[src/sv/pss_pkg.sv]
package pss_pkg;

  // Longest string before the position counter wraps back to zero.
  localparam int MAX_TEXT_LEN = 4096;
  localparam int POS_W        = $clog2(MAX_TEXT_LEN);

  // Result queue between the scanner and the output port.
  localparam int FIFO_DEPTH = 4;
  localparam int PTR_W      = $clog2(FIFO_DEPTH);
  localparam int CNT_W      = $clog2(FIFO_DEPTH + 1);

  // Scanner phases.
  localparam logic [2:0] PH_TEXT   = 3'd0;
  localparam logic [2:0] PH_START  = 3'd1;
  localparam logic [2:0] PH_FLAGS  = 3'd2;
  localparam logic [2:0] PH_WIDTH  = 3'd3;
  localparam logic [2:0] PH_DOT    = 3'd4;
  localparam logic [2:0] PH_PREC   = 3'd5;
  localparam logic [2:0] PH_LENGTH = 3'd6;
  localparam logic [2:0] PH_HALT   = 3'd7;

  // Result kinds.
  localparam logic [1:0] KIND_SPEC     = 2'd0;
  localparam logic [1:0] KIND_DONE     = 2'd1;
  localparam logic [1:0] KIND_BAD_CONV = 2'd2;
  localparam logic [1:0] KIND_LEN_LONG = 2'd3;

  // Characters with a role of their own.
  localparam logic [7:0] CH_PCT  = 8'h25;
  localparam logic [7:0] CH_STAR = 8'h2A;
  localparam logic [7:0] CH_DOT  = 8'h2E;
  localparam logic [7:0] CH_ZERO = 8'h30;
  localparam logic [7:0] CH_NINE = 8'h39;

  // Length modifier words: first letter in the low byte, second above it.
  localparam logic [15:0] LW_NONE = 16'h0000;
  localparam logic [15:0] LW_HH   = 16'h6868;
  localparam logic [15:0] LW_H    = 16'h0068;
  localparam logic [15:0] LW_L    = 16'h006C;
  localparam logic [15:0] LW_LL   = 16'h6C6C;
  localparam logic [15:0] LW_J    = 16'h006A;
  localparam logic [15:0] LW_Z    = 16'h007A;
  localparam logic [15:0] LW_T    = 16'h0074;
  localparam logic [15:0] LW_BIGL = 16'h004C;
  localparam logic [15:0] LW_TWO  = 16'h0100;

  localparam logic [3:0] LC_NONE  = 4'd0;
  localparam logic [3:0] LC_HH    = 4'd1;
  localparam logic [3:0] LC_H     = 4'd2;
  localparam logic [3:0] LC_L     = 4'd3;
  localparam logic [3:0] LC_LL    = 4'd4;
  localparam logic [3:0] LC_J     = 4'd5;
  localparam logic [3:0] LC_Z     = 4'd6;
  localparam logic [3:0] LC_T     = 4'd7;
  localparam logic [3:0] LC_BIGL  = 4'd8;
  localparam logic [3:0] LC_OTHER = 4'd9;

  // Argument classes.
  localparam logic [4:0] AC_NONE       = 5'd0;
  localparam logic [4:0] AC_STR        = 5'd1;
  localparam logic [4:0] AC_DOUBLE     = 5'd2;
  localparam logic [4:0] AC_LONGDOUBLE = 5'd3;
  localparam logic [4:0] AC_SIZE       = 5'd4;
  localparam logic [4:0] AC_PTR        = 5'd5;
  localparam logic [4:0] AC_PTRDIFF    = 5'd6;
  localparam logic [4:0] AC_CHAR       = 5'd7;
  localparam logic [4:0] AC_UCHAR      = 5'd8;
  localparam logic [4:0] AC_USHORT     = 5'd9;
  localparam logic [4:0] AC_SHORT      = 5'd10;
  localparam logic [4:0] AC_UINT       = 5'd11;
  localparam logic [4:0] AC_INT        = 5'd12;
  localparam logic [4:0] AC_ULONG      = 5'd13;
  localparam logic [4:0] AC_LONG       = 5'd14;
  localparam logic [4:0] AC_LLONG      = 5'd15;
  localparam logic [4:0] AC_ULLONG     = 5'd16;

  localparam logic [15:0] DIG_MAX  = 16'hFFFF;
  localparam logic [11:0] SPEC_MAX = 12'hFFF;

  typedef struct packed {
    logic [1:0]  kind;
    logic [4:0]  flag_bits;
    logic [15:0] width_value;
    logic [15:0] precision_value;
    logic [1:0]  star_marks;
    logic [3:0]  length_code;
    logic [7:0]  conversion;
    logic [4:0]  arg_class;
    logic [11:0] begin_pos;
    logic [12:0] end_pos;
    logic [11:0] spec_total;
    logic [12:0] arg_total;
  } res_t;

  function automatic logic is_digit(input logic [7:0] c);
    return (c >= CH_ZERO) && (c <= CH_NINE);
  endfunction

  function automatic logic is_len(input logic [7:0] c);
    return (c == 8'h68) || (c == 8'h6C) || (c == 8'h6A) || (c == 8'h7A) ||
           (c == 8'h74) || (c == 8'h4C);
  endfunction

  function automatic logic is_int_signed(input logic [7:0] c);
    return (c == 8'h64) || (c == 8'h69);
  endfunction

  function automatic logic is_int_unsigned(input logic [7:0] c);
    return (c == 8'h75) || (c == 8'h6F) || (c == 8'h78) || (c == 8'h58);
  endfunction

  function automatic logic is_float(input logic [7:0] c);
    return (c == 8'h66) || (c == 8'h46) || (c == 8'h65) || (c == 8'h45) ||
           (c == 8'h67) || (c == 8'h47) || (c == 8'h61) || (c == 8'h41);
  endfunction

  function automatic logic is_conv(input logic [7:0] c);
    return is_int_signed(c) || is_int_unsigned(c) || is_float(c) ||
           (c == 8'h63) || (c == 8'h73) || (c == 8'h70) || (c == 8'h6E);
  endfunction

  function automatic logic [4:0] flag_bit(input logic [7:0] c);
    logic [4:0] f;
    case (c)
      8'h2D:   f = 5'h01;
      8'h2B:   f = 5'h02;
      8'h20:   f = 5'h04;
      8'h23:   f = 5'h08;
      8'h30:   f = 5'h10;
      default: f = 5'h00;
    endcase
    return f;
  endfunction

  // One decimal digit into a saturating 16-bit accumulator.
  function automatic logic [15:0] acc_digit(input logic [15:0] v, input logic [7:0] c);
    logic [19:0] n;
    n = ({4'b0, v} << 3) + ({4'b0, v} << 1) + {16'b0, c[3:0]};
    return (n > {4'b0, DIG_MAX}) ? DIG_MAX : n[15:0];
  endfunction

  function automatic logic [3:0] len_code(input logic [15:0] w);
    logic [3:0] lc;
    case (w)
      LW_NONE: lc = LC_NONE;
      LW_HH:   lc = LC_HH;
      LW_H:    lc = LC_H;
      LW_L:    lc = LC_L;
      LW_LL:   lc = LC_LL;
      LW_J:    lc = LC_J;
      LW_Z:    lc = LC_Z;
      LW_T:    lc = LC_T;
      LW_BIGL: lc = LC_BIGL;
      default: lc = LC_OTHER;
    endcase
    return lc;
  endfunction

  function automatic logic [4:0] signed_class(input logic [3:0] lc);
    logic [4:0] a;
    case (lc)
      LC_NONE: a = AC_INT;
      LC_HH:   a = AC_CHAR;
      LC_H:    a = AC_SHORT;
      LC_L:    a = AC_LONG;
      LC_LL:   a = AC_LLONG;
      LC_J:    a = AC_LLONG;
      LC_Z:    a = AC_SIZE;
      LC_T:    a = AC_PTRDIFF;
      default: a = AC_NONE;
    endcase
    return a;
  endfunction

  function automatic logic [4:0] unsigned_class(input logic [3:0] lc);
    logic [4:0] a;
    case (lc)
      LC_NONE: a = AC_UINT;
      LC_HH:   a = AC_UCHAR;
      LC_H:    a = AC_USHORT;
      LC_L:    a = AC_ULONG;
      LC_LL:   a = AC_ULLONG;
      LC_J:    a = AC_ULLONG;
      LC_Z:    a = AC_SIZE;
      LC_T:    a = AC_PTRDIFF;
      default: a = AC_NONE;
    endcase
    return a;
  endfunction

  function automatic logic [4:0] arg_class_of(input logic [7:0] c, input logic [3:0] lc);
    logic [4:0] a;
    a = AC_NONE;
    if (is_int_signed(c)) begin
      a = signed_class(lc);
    end else if (is_int_unsigned(c)) begin
      a = unsigned_class(lc);
    end else if (is_float(c)) begin
      a = (lc == LC_NONE) ? AC_DOUBLE : ((lc == LC_BIGL) ? AC_LONGDOUBLE : AC_NONE);
    end else if (c == 8'h63) begin
      a = (lc == LC_NONE) ? AC_CHAR : AC_NONE;
    end else if (c == 8'h73) begin
      a = (lc == LC_NONE) ? AC_STR : AC_NONE;
    end else if (c == 8'h70) begin
      a = (lc == LC_NONE) ? AC_PTR : AC_NONE;
    end
    return a;
  endfunction

endpackage

[src/sv/printf_spec_scanner_unit.sv]
// Channel   Direction  Payload                                    Marker
// in_*      slave      tdata[7:0] text_byte                       tlast = final_byte
// out_*     master     tdata: spec fields, positions and totals   tuser[1:0] = kind
//
// One byte is taken per cycle while in_tready is high; its whole state update is done in the cycle of the transfer.
// Each byte yields zero, one or two results, which wait in a four-entry result queue.
// in_tready is high while the queue has room for two results, so a stalled output side
// backs up the input once three or four results wait; bytes without a result never fill it.
// A result shows on the output in the cycle after its byte's transfer at the earliest.
// rst_n is synchronous and active low; it empties the queue and returns the scanner to text.
module printf_spec_scanner_unit (
  input  logic         clk,
  input  logic         rst_n,
  input  logic         in_tvalid,
  output logic         in_tready,
  input  logic [7:0]   in_tdata,   // [7:0] text_byte
  input  logic         in_tlast,   // final_byte
  output logic         out_tvalid,
  input  logic         out_tready,
  // [4:0] flag_bits, [20:5] width_value, [36:21] precision_value, [38:37] star_marks,
  // [42:39] length_code, [50:43] conversion, [55:51] arg_class, [67:56] begin_pos,
  // [80:68] end_pos, [92:81] spec_total, [105:93] arg_total, [111:106] zero
  output logic [111:0] out_tdata,
  output logic [1:0]   out_tuser   // [1:0] kind
);
  import pss_pkg::*;

  // Scanner state.
  logic [2:0]       phase_r, phase_nxt;
  logic [POS_W-1:0] pos_r, pos_nxt;
  logic [POS_W-1:0] sstart_r, sstart_nxt;
  logic [4:0]       flag_r, flag_nxt;
  logic [15:0]      wid_r, wid_nxt;
  logic [15:0]      prec_r, prec_nxt;
  logic [1:0]       star_r, star_nxt;
  logic [15:0]      lw_r, lw_nxt;
  logic [11:0]      scnt_r, scnt_nxt;
  logic [12:0]      acnt_r, acnt_nxt;

  // Result queue.
  res_t             fifo_r [FIFO_DEPTH];
  logic [PTR_W-1:0] wr_ptr_r, rd_ptr_r;
  logic [CNT_W-1:0] count_r, count_nxt;

  logic             in_fire, out_fire;
  logic [7:0]       c;
  logic             byte_v, fin_v, err;
  res_t             byte_res, fin_res, slot0, slot1;
  logic             push0, push1;
  logic [13:0]      asum;
  logic [3:0]       lc;

  assign c         = in_tdata;
  assign in_tready = (count_r <= CNT_W'(FIFO_DEPTH - 2));
  assign in_fire   = in_tvalid && in_tready;
  assign out_tvalid = (count_r != '0);
  assign out_fire  = out_tvalid && out_tready;
  assign lc        = len_code(lw_r);
  assign asum      = {1'b0, acnt_r} + 14'd1 + {13'b0, star_r[0]} + {13'b0, star_r[1]};

  always_comb begin
    phase_nxt  = phase_r;
    pos_nxt    = pos_r;
    sstart_nxt = sstart_r;
    flag_nxt   = flag_r;
    wid_nxt    = wid_r;
    prec_nxt   = prec_r;
    star_nxt   = star_r;
    lw_nxt     = lw_r;
    scnt_nxt   = scnt_r;
    acnt_nxt   = acnt_r;
    byte_v     = 1'b0;
    fin_v      = 1'b0;
    err        = 1'b0;
    byte_res   = '0;
    fin_res    = '0;
    if (in_fire) begin
      case (phase_r)
        PH_TEXT: begin
          if (c == CH_PCT) begin
            flag_nxt   = '0;
            wid_nxt    = '0;
            prec_nxt   = '0;
            star_nxt   = '0;
            lw_nxt     = '0;
            sstart_nxt = pos_r;
            phase_nxt  = PH_START;
          end
        end
        PH_HALT: begin
        end
        default: begin
          if (phase_r == PH_START && c == CH_PCT) begin
            // A doubled percent sign is plain text.
            phase_nxt = PH_TEXT;
          end else if (phase_r <= PH_FLAGS && flag_bit(c) != '0) begin
            flag_nxt  = flag_r | flag_bit(c);
            phase_nxt = PH_FLAGS;
          end else if (phase_r <= PH_FLAGS && c == CH_STAR) begin
            star_nxt  = star_r | 2'b01;
            phase_nxt = PH_WIDTH;
          end else if (phase_r <= PH_FLAGS && is_digit(c)) begin
            wid_nxt   = acc_digit(16'd0, c);
            phase_nxt = PH_WIDTH;
          end else if (phase_r == PH_WIDTH && is_digit(c) && !star_r[0]) begin
            wid_nxt = acc_digit(wid_r, c);
          end else if (phase_r <= PH_WIDTH && c == CH_DOT) begin
            phase_nxt = PH_DOT;
          end else if (phase_r == PH_DOT && c == CH_STAR) begin
            star_nxt  = star_r | 2'b10;
            phase_nxt = PH_PREC;
          end else if (phase_r == PH_DOT && is_digit(c)) begin
            prec_nxt  = acc_digit(16'd0, c);
            phase_nxt = PH_PREC;
          end else if (phase_r == PH_PREC && is_digit(c) && !star_r[1]) begin
            prec_nxt = acc_digit(prec_r, c);
          end else if (is_len(c)) begin
            if (lw_r > LW_TWO) begin
              // A third length letter.
              byte_v             = 1'b1;
              byte_res.kind      = KIND_LEN_LONG;
              byte_res.begin_pos = 12'(sstart_r);
              byte_res.end_pos   = 13'(pos_r);
              phase_nxt          = PH_HALT;
            end else begin
              lw_nxt    = (lw_r == '0) ? {8'b0, c} : (lw_r | {c, 8'b0});
              phase_nxt = PH_LENGTH;
            end
          end else if (!is_conv(c)) begin
            byte_v             = 1'b1;
            byte_res.kind      = KIND_BAD_CONV;
            byte_res.begin_pos = 12'(sstart_r);
            byte_res.end_pos   = 13'(pos_r);
            phase_nxt          = PH_HALT;
          end else begin
            byte_v                   = 1'b1;
            byte_res.kind            = KIND_SPEC;
            byte_res.flag_bits       = flag_r;
            byte_res.width_value     = wid_r;
            byte_res.precision_value = prec_r;
            byte_res.star_marks      = star_r;
            byte_res.length_code     = lc;
            byte_res.conversion      = c;
            byte_res.arg_class       = arg_class_of(c, lc);
            byte_res.begin_pos       = 12'(sstart_r);
            byte_res.end_pos         = 13'(pos_r) + 13'd1;
            scnt_nxt  = (scnt_r == SPEC_MAX) ? scnt_r : scnt_r + 12'd1;
            acnt_nxt  = asum[13] ? 13'h1FFF : asum[12:0];
            phase_nxt = PH_TEXT;
          end
        end
      endcase
      err     = (phase_nxt == PH_HALT);
      pos_nxt = (pos_r == POS_W'(MAX_TEXT_LEN - 1)) ? '0 : pos_r + POS_W'(1);
      if (in_tlast) begin
        if (!err) begin
          fin_v = 1'b1;
          if (phase_nxt != PH_TEXT) begin
            // The string ended inside a spec.
            fin_res.kind      = KIND_BAD_CONV;
            fin_res.begin_pos = 12'(sstart_nxt);
            fin_res.end_pos   = 13'(pos_r) + 13'd1;
          end else begin
            fin_res.kind       = KIND_DONE;
            fin_res.end_pos    = 13'(pos_r) + 13'd1;
            fin_res.spec_total = scnt_nxt;
            fin_res.arg_total  = acnt_nxt;
          end
        end
        phase_nxt  = PH_TEXT;
        pos_nxt    = '0;
        sstart_nxt = '0;
        flag_nxt   = '0;
        wid_nxt    = '0;
        prec_nxt   = '0;
        star_nxt   = '0;
        lw_nxt     = '0;
        scnt_nxt   = '0;
        acnt_nxt   = '0;
      end
    end
  end

  // Results enter the queue packed: the byte's own result first, then the end-of-string one.
  assign slot0 = byte_v ? byte_res : fin_res;
  assign slot1 = fin_res;
  assign push0 = byte_v || fin_v;
  assign push1 = byte_v && fin_v;

  assign count_nxt = count_r + CNT_W'(push0) + CNT_W'(push1) - CNT_W'(out_fire);

  always_ff @(posedge clk) begin
    if (!rst_n) begin
      phase_r  <= PH_TEXT;
      pos_r    <= '0;
      sstart_r <= '0;
      flag_r   <= '0;
      wid_r    <= '0;
      prec_r   <= '0;
      star_r   <= '0;
      lw_r     <= '0;
      scnt_r   <= '0;
      acnt_r   <= '0;
      wr_ptr_r <= '0;
      rd_ptr_r <= '0;
      count_r  <= '0;
    end else begin
      phase_r  <= phase_nxt;
      pos_r    <= pos_nxt;
      sstart_r <= sstart_nxt;
      flag_r   <= flag_nxt;
      wid_r    <= wid_nxt;
      prec_r   <= prec_nxt;
      star_r   <= star_nxt;
      lw_r     <= lw_nxt;
      scnt_r   <= scnt_nxt;
      acnt_r   <= acnt_nxt;
      wr_ptr_r <= wr_ptr_r + PTR_W'(push0) + PTR_W'(push1);
      rd_ptr_r <= rd_ptr_r + PTR_W'(out_fire);
      count_r  <= count_nxt;
    end
  end

  always_ff @(posedge clk) begin
    if (push0) begin
      fifo_r[wr_ptr_r] <= slot0;
    end
    if (push1) begin
      fifo_r[wr_ptr_r + PTR_W'(1)] <= slot1;
    end
  end

  res_t head;
  assign head      = fifo_r[rd_ptr_r];
  assign out_tuser = head.kind;
  assign out_tdata = {6'b0, head.arg_total, head.spec_total, head.end_pos, head.begin_pos,
                      head.arg_class, head.conversion, head.length_code, head.star_marks,
                      head.precision_value, head.width_value, head.flag_bits};

  // The queue never holds more entries than it has.
  a_count_bound: assert property (@(posedge clk) disable iff (!rst_n)
    count_r <= CNT_W'(FIFO_DEPTH))
    else $error("result queue overflow");

  // Two results from one byte only happen on the last byte of a string.
  a_two_only_last: assert property (@(posedge clk) disable iff (!rst_n)
    push1 |-> in_tlast)
    else $error("two results from a byte that does not end the string");

  // The end of a string returns the scanner to text with cleared totals.
  a_final_resets: assert property (@(posedge clk) disable iff (!rst_n)
    (in_fire && in_tlast) |=> (phase_r == PH_TEXT && scnt_r == '0 && acnt_r == '0))
    else $error("scanner not back to text after the final byte");

  // Every spec needs at least one argument, so the argument total never trails the spec total.
  a_args_cover_specs: assert property (@(posedge clk) disable iff (!rst_n)
    acnt_r >= {1'b0, scnt_r})
    else $error("argument total below spec total");

endmodule
[config.mk]
export PLATFORM = sky130hd
export DESIGN_NAME = printf_spec_scanner_unit
export DESIGN_NICKNAME = d
export VERILOG_FILES = /design/src/sv/pss_pkg.sv /design/src/sv/printf_spec_scanner_unit.sv
export SDC_FILE = /design/constraint.sdc
export NUM_CORES = 1
export LEC_CHECK = 0
export BUFFER_PORTS_ARGS = -buffer_cell sky130_fd_sc_hd__buf_2
export CORE_MARGIN = 2
export CORE_UTILIZATION = 34
export CTS_BUF_LIST = sky130_fd_sc_hd__clkbuf_4 sky130_fd_sc_hd__clkbuf_8
export CTS_CLUSTER_DIAMETER = 200
export CTS_CLUSTER_SIZE = 16
export DETAILED_ROUTE_END_ITERATION = 8
export GPL_TIMING_DRIVEN = 0
export PLACE_DENSITY_LB_ADDON = 0.12
export SETUP_SLACK_MARGIN = 0.2
export SLEW_MARGIN = 5
export SYNTH_ARGS = -nofsm -noshare
export SYNTH_HDL_FRONTEND = slang
export SYNTH_SLANG_ARGS = --single-unit
[constraint.sdc]
create_clock -name clk -period 6.09 [get_ports clk]
set_input_delay 0.9135 -clock clk [delete_from_list [all_inputs] [get_ports clk]]
set_output_delay 0.9135 -clock clk [all_outputs]
set_load 0.02 [all_outputs]
## Yosys cells after proc, flatten, opt, wreduce, memory -nomap -nowiden

Memory sizes are Yosys's and may differ from the RTL's. A register that Yosys moved wholly into a read port is not among the register bits.
Cells that the tools add are included.

- Add/sub/neg operators: 17
- $mul: 0
- Div/mod/pow operators: 0
- $lt $le $gt $ge: 9
- Eq/ne operators: 61
- Shifts and indexed selects: 0
- Muxes and demuxes: 172
- Bitwise gates (word level): 2
- Reduce and logical (&&, ||, !) cells: 59

Operator list:

| kind | number |
|---|---|
| 2-to-1 mux 83 bit | 11 |
| 2-to-1 mux 16 bit | 33 |
| 2-to-1 mux 12 bit | 20 |
| 2-to-1 mux 13 bit | 15 |
| == test 8 x 7 -> 1 bit, second input constant | 24 |
| 2-to-1 mux 50 bit | 3 |
| 2-to-1 mux 56 bit | 2 |
| 2-to-1 mux 108 bit | 1 |
| == test 16 x 7 -> 1 bit, second input constant | 6 |
| one-hot mux 16 bit (2 select lines) | 3 |
| 2-to-1 mux 5 bit | 18 |
| 2-to-1 mux 25 bit | 3 |
| == test 8 x 6 -> 1 bit, second input constant | 8 |
| 2-to-1 mux 3 bit | 17 |
| adder 19 x 17 -> 20 bit | 2 |
| adder 20 x 4 -> 20 bit | 2 |
| > comparator 20 x 16 -> 1 bit, second input constant | 2 |
| 2-to-1 mux 2 bit | 19 |
| one-hot mux 4 bit (9 select lines) | 1 |
| == test 16 x 15 -> 1 bit, second input constant | 2 |
| != test 3 x 2 -> 1 bit, second input constant | 10 |
| adder 14 x 1 -> 14 bit | 2 |
| one-hot mux 5 bit (5 select lines) | 1 |
| adder 12 x 1 -> 12 bit, second input constant | 2 |
| 40 further kinds | 113 |

- Bits in registers: 114
- Bits in latches: 0
- Bits in writable memories: 432
- Bits in read-only memories: 72
- Bits of input ports: 13
- Output and inout bits: 116
- Logic and storage cells: 337
- Memories kept: 3

Memories:

| memory | words | width | read ports | clocked after memory_dff | write ports | line | source |
|---|---|---|---|---|---|---|---|
| fifo_r | 4 | 108 | 1 | 1 | 2 | printf_spec_scanner_unit.sv:41 | `res_t fifo_r [FIFO_DEPTH];` |
| (name not given) | 8 | 5 | 1 | 0 | 0 | pss_pkg.sv:177 | `case (lc)` |
| (name not given) | 8 | 4 | 1 | 0 | 0 | pss_pkg.sv:161 | `case (lc)` |

## Longest topological paths before layout

Gate-level depths: netlist of the first run.

- Word-level depth: 34
- Depth in mapped cells: 17

## Worst setup path after synthesis of the first run

OpenSTA, ideal clock, no wires.

- Path kind: input -> register
- From: input port in_tdata[1]
- To: memory fifo_r[3][0] in the netlist's numbering, enable pin
- Library setup time: 0.406 ns
- Arrival time: 4.651 ns
- Required time: 5.684 ns
- Path slack: 1.032 ns
- Cell stages on the path: 15
- Path buffers: 7
- Cell sequence: buf_2 -> buf_2 -> nand4b_1 -> nor3_1 -> a41o_1 -> or3_1 -> clkbuf_1 -> or4_1 -> buf_2 -> buf_2 -> a211oi_2 -> nor2_1 -> buf_2 -> buf_6 -> inv_1

RTL lines:

| what | line | source |
|---|---|---|
| start: declaration | printf_spec_scanner_unit.sv:16 | `input logic [7:0] in_tdata,` |
| end: declaration | printf_spec_scanner_unit.sv:41 |  |

## Final worst setup path of the first run

- From: input port in_tdata[1]
- To: register count_r[2]

- Longest elaborated chain between the ends: 34

RTL lines:

| what | line | source |
|---|---|---|
| == test 8 x 7 -> 1 bit | pss_pkg.sv:113 | `return (c == 8'h66) \|\| (c == 8'h46) \|\| (c == 8'h65) \|\| (c == 8'h45) \|\|` |
| logical OR 1 bit (4 in series) | pss_pkg.sv:113 |  |
| logical OR 1 bit (3 in series) | pss_pkg.sv:114 | `(c == 8'h67) \|\| (c == 8'h47) \|\| (c == 8'h61) \|\| (c == 8'h41);` |
| logical OR 1 bit (2 in series) | pss_pkg.sv:118 | `return is_int_signed(c) \|\| is_int_unsigned(c) \|\| is_float(c) \|\|` |
| logical OR 1 bit (3 in series) | pss_pkg.sv:119 | `(c == 8'h63) \|\| (c == 8'h73) \|\| (c == 8'h70) \|\| (c == 8'h6E);` |
| 2-to-1 mux 3 bit | printf_spec_scanner_unit.sv:129 | `end else if (!is_conv(c)) begin` |
| 2-to-1 mux 3 bit | printf_spec_scanner_unit.sv:117 | `end else if (is_len(c)) begin` |
| 2-to-1 mux 3 bit | printf_spec_scanner_unit.sv:115 | `end else if (phase_r == PH_PREC && is_digit(c) && !star_r[1]) begin` |
| [10 not listed] | -- |  |
| == test 3 bit | printf_spec_scanner_unit.sv:153 | `err = (phase_nxt == PH_HALT);` |
| 2-to-1 mux 1 bit | printf_spec_scanner_unit.sv:156 | `if (!err) begin` |
| 2-to-1 mux 1 bit | printf_spec_scanner_unit.sv:155 | `if (in_tlast) begin` |
| 2-to-1 mux 1 bit | printf_spec_scanner_unit.sv:77 | `if (in_fire) begin` |
| logical OR 1 bit | printf_spec_scanner_unit.sv:187 | `assign push0 = byte_v \|\| fin_v;` |
| adder 3 x 1 -> 3 bit | printf_spec_scanner_unit.sv:190 | `assign count_nxt = count_r + CNT_W'(push0) + CNT_W'(push1) - CNT_W'(out_fire);` |
| adder 3 x 1 -> 3 bit * | printf_spec_scanner_unit.sv:190 |  |
| subtractor 3 x 1 -> 3 bit * | printf_spec_scanner_unit.sv:190 |  |
| end signal: assignment | printf_spec_scanner_unit.sv:220 | `count_r <= count_nxt;` |
| end: declaration | printf_spec_scanner_unit.sv:43 | `logic [CNT_W-1:0] count_r, count_nxt;` |

Every way passes the cells marked *; elsewhere a longest branch is shown, timed or not. The select of a mux whose other input is x is not followed.
A chain may end at the register's enable or synchronous reset.

==> results of run 1 <==
==> through the flow <==
step | utilization [%] | total power, W | worst slack [ps] | hold slack, ps
after CTS | 38.1 | 0.00821 | 581 | 457
after floorplan | - | 0.00542 | 1030 | 424
final | 38.1 | 0.00810 | 483 | 455
after global placement | 37.0 | 0.00621 | -1630 | 437
after detailed placement | 37.1 | 0.00625 | -143 | 443
after global routing | 38.1 | 0.00845 | 236 | 479
==> report_power, final <==
group          switching, W  internal, W
Clock               0.00123     0.000739
Combinational       0.00143     0.000671
Sequential        0.0000538      0.00397
==> per-layer routing <==
layer  vias to the layer above  part of all wire [%]  track usage, %
li1                       9376                     -               -
met1                     10200                    43            28.6
met2                       606                    48            35.4
met3                       140                   6.3            3.99
met4                        14                   2.6            5.93
met5                         -                  0.11               0
==> critical path, cell delays in order <==
cell and delay, ps:
sky130_fd_sc_hd__buf_2 160, sky130_fd_sc_hd__buf_2 200, sky130_fd_sc_hd__buf_2 240, sky130_fd_sc_hd__nand4b_1 200, sky130_fd_sc_hd__nor3_1 110, sky130_fd_sc_hd__a41o_1 260
sky130_fd_sc_hd__or3_1 340, sky130_fd_sc_hd__clkbuf_1 250, sky130_fd_sc_hd__nor4_1 690, sky130_fd_sc_hd__clkbuf_1 610, sky130_fd_sc_hd__clkbuf_1 520, sky130_fd_sc_hd__nor2_1 190
sky130_fd_sc_hd__ha_1 320, sky130_fd_sc_hd__inv_1 50, sky130_fd_sc_hd__fa_1 410, sky130_fd_sc_hd__fa_1 420, sky130_fd_sc_hd__xor2_1 170, sky130_fd_sc_hd__nor2_1 60
==> how the worst min path moves through the flow <==
stage / from / end / slack [ps] / cells after the start
after detailed placement: fifo_r[3][68]$_SDFFE_PP0N_ / fifo_r[3][68]$_SDFFE_PP0N_ / 440 / 2
after floorplan: fifo_r[1][62]$_SDFFE_PP0N_ / fifo_r[1][62]$_SDFFE_PP0N_ / 420 / 1
after global placement: fifo_r[0][52]$_SDFFE_PP0P_ / fifo_r[0][52]$_SDFFE_PP0P_ / 440 / 2
after CTS: fifo_r[3][68]$_SDFFE_PP0N_ / fifo_r[3][68]$_SDFFE_PP0N_ / 460 / 2
final: fifo_r[3][68]$_SDFFE_PP0N_ / fifo_r[3][68]$_SDFFE_PP0N_ / 450 / 2
after global routing: fifo_r[3][60]$_SDFFE_PP0N_ / fifo_r[3][60]$_SDFFE_PP0N_ / 480 / 2
==> state kept, by name, summed over array words and instances (netlist names), 3 cells and up <==
signal / cells
lw_r: 16
flag_r: 5
fifo_r: 432
phase_r: 3
prec_r: 16
scnt_r: 12
count_r: 3
wid_r: 16
pos_r: 12
acnt_r: 13
sstart_r: 12
==> cell usage in the layout (no fill, tap or decap), types with 41 or more instances in the layout <==
cell type,netlist,routed
sky130_fd_sc_hd__mux4_2,108,108
sky130_fd_sc_hd__a21oi_1,232,232
sky130_fd_sc_hd__clkbuf_8,0,41
sky130_fd_sc_hd__o21ai_0,128,128
sky130_fd_sc_hd__buf_2,35,157
sky130_fd_sc_hd__ha_1,70,70
sky130_fd_sc_hd__dfxtp_1,338,338
sky130_fd_sc_hd__nor3_1,49,49
sky130_fd_sc_hd__nand2_1,267,267
sky130_fd_sc_hd__clkbuf_1,108,108
sky130_fd_sc_hd__a22o_1,144,144
sky130_fd_sc_hd__edfxtp_1,208,208
sky130_fd_sc_hd__nand3_1,43,43
sky130_fd_sc_hd__nor2_1,277,277
==> logic make-up after synthesis <==
family / synth area share (%)
simple gates: 14.0
compound gates: 17.0
flops: 50.5
buf+inv: 3.30
mux: 10.0
fa+ha+maj: 4.06
xor+xnor: 1.05
other cells: 0.0145
==> layout make-up <==
class / instances / area [um2] / share of cell area (%)
multi-input cells: 1698 / 11900 / 42.0
clock inverters: 1 / 16.3 / 0.0571
inverters: 31 / 126 / 0.444
diodes: 1 / 2.50 / 0.00879
well taps: 969 / 1210 / 4.26
repair buffers: 125 / 716 / 2.51
clock buffers: 59 / 699 / 2.46
plain buffers: 170 / 736 / 2.58
flip-flops and latches: 546 / 13000 / 45.7
==> reports/qor.tcl, run 1 <==
set qor(yosysSeqAreaShare_pct) 50.5
set qor(detail_route.vias_per_cell) 5.65
set qor(synth_enable_flop_cells) 208
set qor(cts_hold_buf) 0
set qor(synth.ff_latch_count) 546
set qor(share_of_the_clock_period_used_by_the_worst_path_pct) 92.1
set qor(synth_commonest_cells) {338 x sky130_fd_sc_hd__dfxtp_1, 277 x sky130_fd_sc_hd__nor2_1, 267 x sky130_fd_sc_hd__nand2_1}
set qor(totalNegativeSetupSlack_ps) 0
set qor(area.growth.synth_to_final_pct) 10.4
set qor(synth-warning-count) 0
set qor(max_freq_mhz) 178
set qor(antenna_found_initial) 8
set qor(first_global_vias) 20200
set qor(later_pin_clock_latency_in_the_skew_report_ps) 650
set qor(firstDrtPassIters) 5
set qor(core_area_um2) 74700
set qor(regToRegEndpoint) {count_r[2]$_SDFF_PN0_}
set qor(numPlacedInstances) 3539
set qor(design_area_um2) 28500
set qor(global_route_usage_sum_pct) 21.4
set qor(fill_cells) 7458
set qor(cts_made_buffers) 40
set qor(routabilityCongestion) 0.872
set qor(critPathKind) {in2reg}
set qor(regToRegSetupSlack_ps) 800
set qor(tritoncts_clock_tree) {done}
set qor(grt_setup_unrepaired) {no}
set qor(cts_post_setup_buffers_inserted) 0
set qor(finalHoldViolations) 0
set qor(rr_startpoint) {phase_r[2]$_SDFFE_PN0P_}
set qor(synth.largest_area_cell) {sky130_fd_sc_hd__dfxtp_1}
set qor(globalRoute.totalOverflow) 0
set qor(layout.cells.non_filler) 3600
set qor(synthDominantCellAreaShare_pct) 26.2
set qor(outcome) {completed}
set qor(grt_pass1_wl_um) 127000
set qor(placement.cell_area_um2) 27700
set qor(async_reset_ff_share_pct) 0
set qor(drt_initial_violations) 1553
set qor(synth.most_common_cell) {sky130_fd_sc_hd__dfxtp_1}
set qor(timing.critical_path.required_ps) 6610
set qor(floorplan.io_pins) 129
set qor(ir_worst_vdd_uv) 169
set qor(timing.critical_path.arrival_ps) 6130
set qor(worst_min_delay_path_class) {reg2reg}
set qor(detail-route-antenna-nets) 0
set qor(critical_path_sink) {count_r[2]$_SDFF_PN0_}
set qor(power-per-cell-area_nw_per_um2) 285
set qor(die_y_um) 279
set qor(layout.nets) 2703
set qor(layout_cell_share_with_drive_strength_beyond_1_pct) 14.6
set qor(mappedNetlistArea_um2) 25800
set qor(ys_dominant_reg_cell) {sky130_fd_sc_hd__dfxtp_1}
set qor(synthesis.instances) 2440
set qor(p_leak_nw) 9.87
set qor(slew_violations) 0
set qor(cp-startpoint) {in_tdata[1]}
set qor(cp-start-kind) {input port}
set qor(max_cap_violations) 0
set qor(routed-via-count) 20300
set qor(worst-r2r-cell-count) 15
set qor(totalWireLength_um) 84300
set qor(synth_top_cells_by_area) {sky130_fd_sc_hd__dfxtp_1 26%, sky130_fd_sc_hd__edfxtp_1 24%, sky130_fd_sc_hd__mux4_2 9.4%, sky130_fd_sc_hd__a22o_1 4.9%, sky130_fd_sc_hd__a21oi_1 4.5%}
set qor(crit_path_max_fanout) 10
set qor(floorplan.initialDensity_pct) 34.5
set qor(end_kind) {flop}
set qor(ctsRootBufferMaster) {sky130_fd_sc_hd__clkbuf_8}
set qor(slew-limit-headroom_pct) 12.4
set qor(syn_area_per_cell_um2) 10.6
set qor(clkTransAtPathRegs_ps) 120
set qor(post_cts_sizing) 0
set qor(die_outline_area_um2) 78000
set qor(setup_violations) 0
set qor(detailed_place_hpwl_um) 58600
set qor(number_of_placement_rows) 100
set qor(cts_buffer_depth) 3
set qor(grt_max_degree) 49
set qor(worst_pin_slew_ps) 1310
set qor(avgRoutedWirePerCell_um) 23.4
set qor(clock_sinks) 546
set qor(clock_skew_ps) 50.0
set qor(port-buffer-count) 121
set qor(cts_max_level) 2
set qor(detail_route.drc_violations) 0
set qor(yosys.cell_types.count) 86
set qor(die_outline_width_um) 279
set qor(layout_min_cycle_time_ps) 5610
(Power assumes the default switching activity.)
==> run 2, diff against run 1 <==
--- a/config.mk
+++ b/config.mk
@@ -5,6 +5,7 @@
 export SDC_FILE = /design/constraint.sdc
 export NUM_CORES = 1
 export LEC_CHECK = 0
+export ABC_AREA = 1
 export BUFFER_PORTS_ARGS = -buffer_cell sky130_fd_sc_hd__buf_2
 export CORE_MARGIN = 2
 export CORE_UTILIZATION = 34
==> reports/qor.tcl, run 2 <==
set qor(max_cap_violations) 0
set qor(combinational_family_with_the_most_area_after_synthesis) {simple AND/OR/NAND/NOR gates}
set qor(synth.ff_latch_count) 546
set qor(first_global_vias) 24900
set qor(cp-start-kind) {flop}
set qor(layout_cell_share_with_drive_strength_beyond_1_pct) 8.33
set qor(globalRoute.totalOverflow) 0
set qor(synth_top_cells_by_area) {sky130_fd_sc_hd__dfxtp_1 24%, sky130_fd_sc_hd__edfxtp_1 23%, sky130_fd_sc_hd__nand2_1 12%, sky130_fd_sc_hd__nor2_1 7.0%, sky130_fd_sc_hd__o21ai_0 6.1%}
set qor(yosys-mux-area-fraction_pct) 0
set qor(detailed_place_hpwl_um) 77900
set qor(most_common_cell_type_on_the_critical_path) {sky130_fd_sc_hd__clkbuf_1}
set qor(dpl_worst_slack_ps) 923
set qor(cp_slowest_cell) {sky130_fd_sc_hd__clkinv_1}
set qor(ctsRootBufferMaster) {sky130_fd_sc_hd__clkbuf_8}
set qor(synth_enable_flop_cells) 208
set qor(crit_path_max_fanout) 10
set qor(synth.most_common_cell) {sky130_fd_sc_hd__nand2_1}
set qor(ir_worst_vdd_uv) 145
set qor(yosys.cell_types.count) 53
set qor(end_kind) {output pin}
set qor(placement.cell_area_um2) 29800
set qor(die_y_um) 289
set qor(largest_register_by_flop_count) {fifo_r}
set qor(finalHoldViolations) 0
set qor(global_route_usage_sum_pct) 25.6
set qor(ys_dominant_reg_cell) {sky130_fd_sc_hd__dfxtp_1}
set qor(synth_commonest_cells) {910 x sky130_fd_sc_hd__nand2_1, 518 x sky130_fd_sc_hd__nor2_1, 339 x sky130_fd_sc_hd__o21ai_0}
set qor(yosysSeqAreaShare_pct) 47.0
set qor(grt_pass1_wl_um) 160000
set qor(tritoncts_clock_tree) {done}
set qor(layout_min_cycle_time_ps) 5460
set qor(max_freq_mhz) 183
set qor(setup_violations) 0
set qor(floorplan.initialDensity_pct) 34.4
set qor(synth-warning-count) 0
set qor(worst_min_delay_path_class) {reg2reg}
set qor(core_area_um2) 80500
set qor(routed-via-count) 26300
set qor(cp_num_buf_inv) 5
set qor(area.growth.synth_to_final_pct) 10.2
set qor(slew-limit-headroom_pct) 5.34
set qor(mappedNetlistArea_um2) 27700
set qor(clock_skew_ps) 43.6
set qor(share_of_the_clock_period_used_by_the_worst_path_pct) 89.6
set qor(cts_max_level) 2
set qor(post_cts_sizing) 0
set qor(cts_made_buffers) 40
set qor(number_of_placement_rows) 104
set qor(outcome) {completed}
set qor(fill_cells) 8692
set qor(die_outline_width_um) 289
set qor(avgRoutedWirePerCell_um) 22.1
set qor(grt_setup_unrepaired) {no}
set qor(totalWireLength_um) 109000
set qor(floorplan.io_pins) 129
set qor(layout.cells.most_common_list) {906 x sky130_fd_sc_hd__nand2_1, 515 x sky130_fd_sc_hd__nor2_1, 339 x sky130_fd_sc_hd__o21ai_0}
set qor(cts_post_setup_buffers_inserted) 0
set qor(grt_max_degree) 45
set qor(p_leak_nw) 12.5
set qor(critPathKind) {reg2out}
set qor(layout.cells.most_common) {sky130_fd_sc_hd__nand2_1}
set qor(firstDrtPassIters) 6
set qor(async_reset_ff_share_pct) 0
set qor(synth_compound_gate_area_share_pct) 14.5
set qor(detail-route-antenna-nets) 0
set qor(timing.critical_path.required_ps) 5180
set qor(synth_xor_area_share_pct) 1.30
set qor(totalNegativeSetupSlack_ps) 0
set qor(slew_violations) 0
set qor(drt_initial_violations) 2325
set qor(later_pin_clock_latency_in_the_skew_report_ps) 680
set qor(clock_sinks) 546
set qor(adder_cell_share_of_the_synthesized_area_pct) 3.74
set qor(antenna_found_initial) 3
set qor(timing.critical_path.arrival_ps) 4540
set qor(cts_buffer_depth) 3
set qor(port-buffer-count) 121
set qor(detail_route.drc_violations) 0
set qor(power-per-cell-area_nw_per_um2) 302
set qor(grt_util_met1_pct) 35.0
set qor(largest_reg_flops) 432
set qor(cts_hold_buf) 0
set qor(detail_route.vias_per_cell) 5.33
set qor(post_synth_and_or_nand_nor_area_fraction_pct) 27.0
set qor(layout.nets) 3934
set qor(crit_path_cell_trace) {clkbuf_1 -> clkinv_1 -> clkbuf_1 -> clkbuf_1 -> o21ai_0 -> o22ai_1 -> buf_2}
set qor(cpPeakStageDelay_ps) 900
set qor(globalRoute.busiestLayer) {met2}
set qor(clkTransAtPathRegs_ps) 100
set qor(timing.critical_path.max_delay_family) {buffers and inverters}
set qor(synthesis.instances) 3671
set qor(synth.largest_area_cell) {sky130_fd_sc_hd__dfxtp_1}
set qor(synthDominantCellAreaShare_pct) 24.4
set qor(worst_slack_ps) 634
set qor(routabilityCongestion) 0.906
set qor(finish.utilization_pct) 37.9
set qor(design_area_um2) 30500
set qor(global_route.usage.met2_pct) 41.7
set qor(die_outline_area_um2) 83800
set qor(grt_use_met3_pct) 3.19
set qor(syn_area_per_cell_um2) 7.55
set qor(worst_pin_slew_ps) 1420
-- run 2: cell types whose count changed in the layout (fill, tap and decap cells not counted), sizes merged, moves of 20 or more --
cell	delta
nand2	+657
nand3	+254
nor2	+247
o21ai	+209
inv	+192
a22o	-144
o22ai	+129
mux4	-108
and3	-29
clkbuf	+24
buf	+23
a21oi	-22
or3	-22
nand2b	-20
-- run 2: power by group --
part	total (W)	internal [W]	switching [W]	leakage, nW
Clock	0.00207	0.000763	0.00131	0.401
Combinational	0.00318	0.000754	0.00243	7.41
Sequential	0.00396	0.00391	0.0000511	4.73
-- run 2: worst reg2reg max path, delay by kind of cell (launching register included) --
| family | cells | cell delay [ps] |
|---|---|---|
| buffers and inverters | 5 | 1590 |
| adder cells (fa/ha/maj) | 1 | 200 |
| flip-flops | 1 | 350 |
| AND/OR/NAND/NOR | 8 | 1950 |
-- run 2: per-layer routing --
metal	part of all wire [%]	wire (um)
met5	0	0
met4	3.5	3810
met3	6.1	6680
met2	46	50100
met1	44	48100
-- run 2: through the flow --
step,total power [W],std cells,hold slack (ps)
finish,0.00922,4925,449
global route,0.00960,4925,472
CTS,0.00925,4924,453
detailed placement,0.00722,4861,436
global placement,0.00722,4857,436
floorplan,0.00582,3676,415
-- run 2: kinds of logic (layout without fill, tap and decap cells) --
group,Yosys count,after routing
other cells,1,7
buf+inv,440,628
fa+ha+maj,78,78
simple gates,1822,1822
xor+xnor,41,41
compound gates,743,743
flops,546,546
-- run 2: area by class of cell --
class | count | area [um2] | share of cell area [%]
inverter | 225 | 845 | 2.76
buffer | 215 | 940 | 3.08
tap | 1060 | 1330 | 4.34
sequential | 546 | 13000 | 42.6
antenna | 1 | 2.50 | 0.00819
multi-input combinational | 2690 | 13000 | 42.5
clock inverter | 2 | 25.0 | 0.0819
timing repair buffer | 125 | 708 | 2.32
clock buffer | 61 | 721 | 2.36
-- run 2: worst paths after layout --
path                          start                endpoint  slack (ps)  cells after the start
min            lw_r[7]$_SDFFE_PN0P_    lw_r[7]$_SDFFE_PN0P_         450                      2
max reg2reg   count_r[1]$_SDFF_PN0_  fifo_r[1][3]$_DFFE_PP_        1670                     14
max          rd_ptr_r[0]$_SDFF_PN0_            out_tuser[0]         630                      7
min reg2reg    lw_r[7]$_SDFFE_PN0P_    lw_r[7]$_SDFFE_PN0P_         450                      2
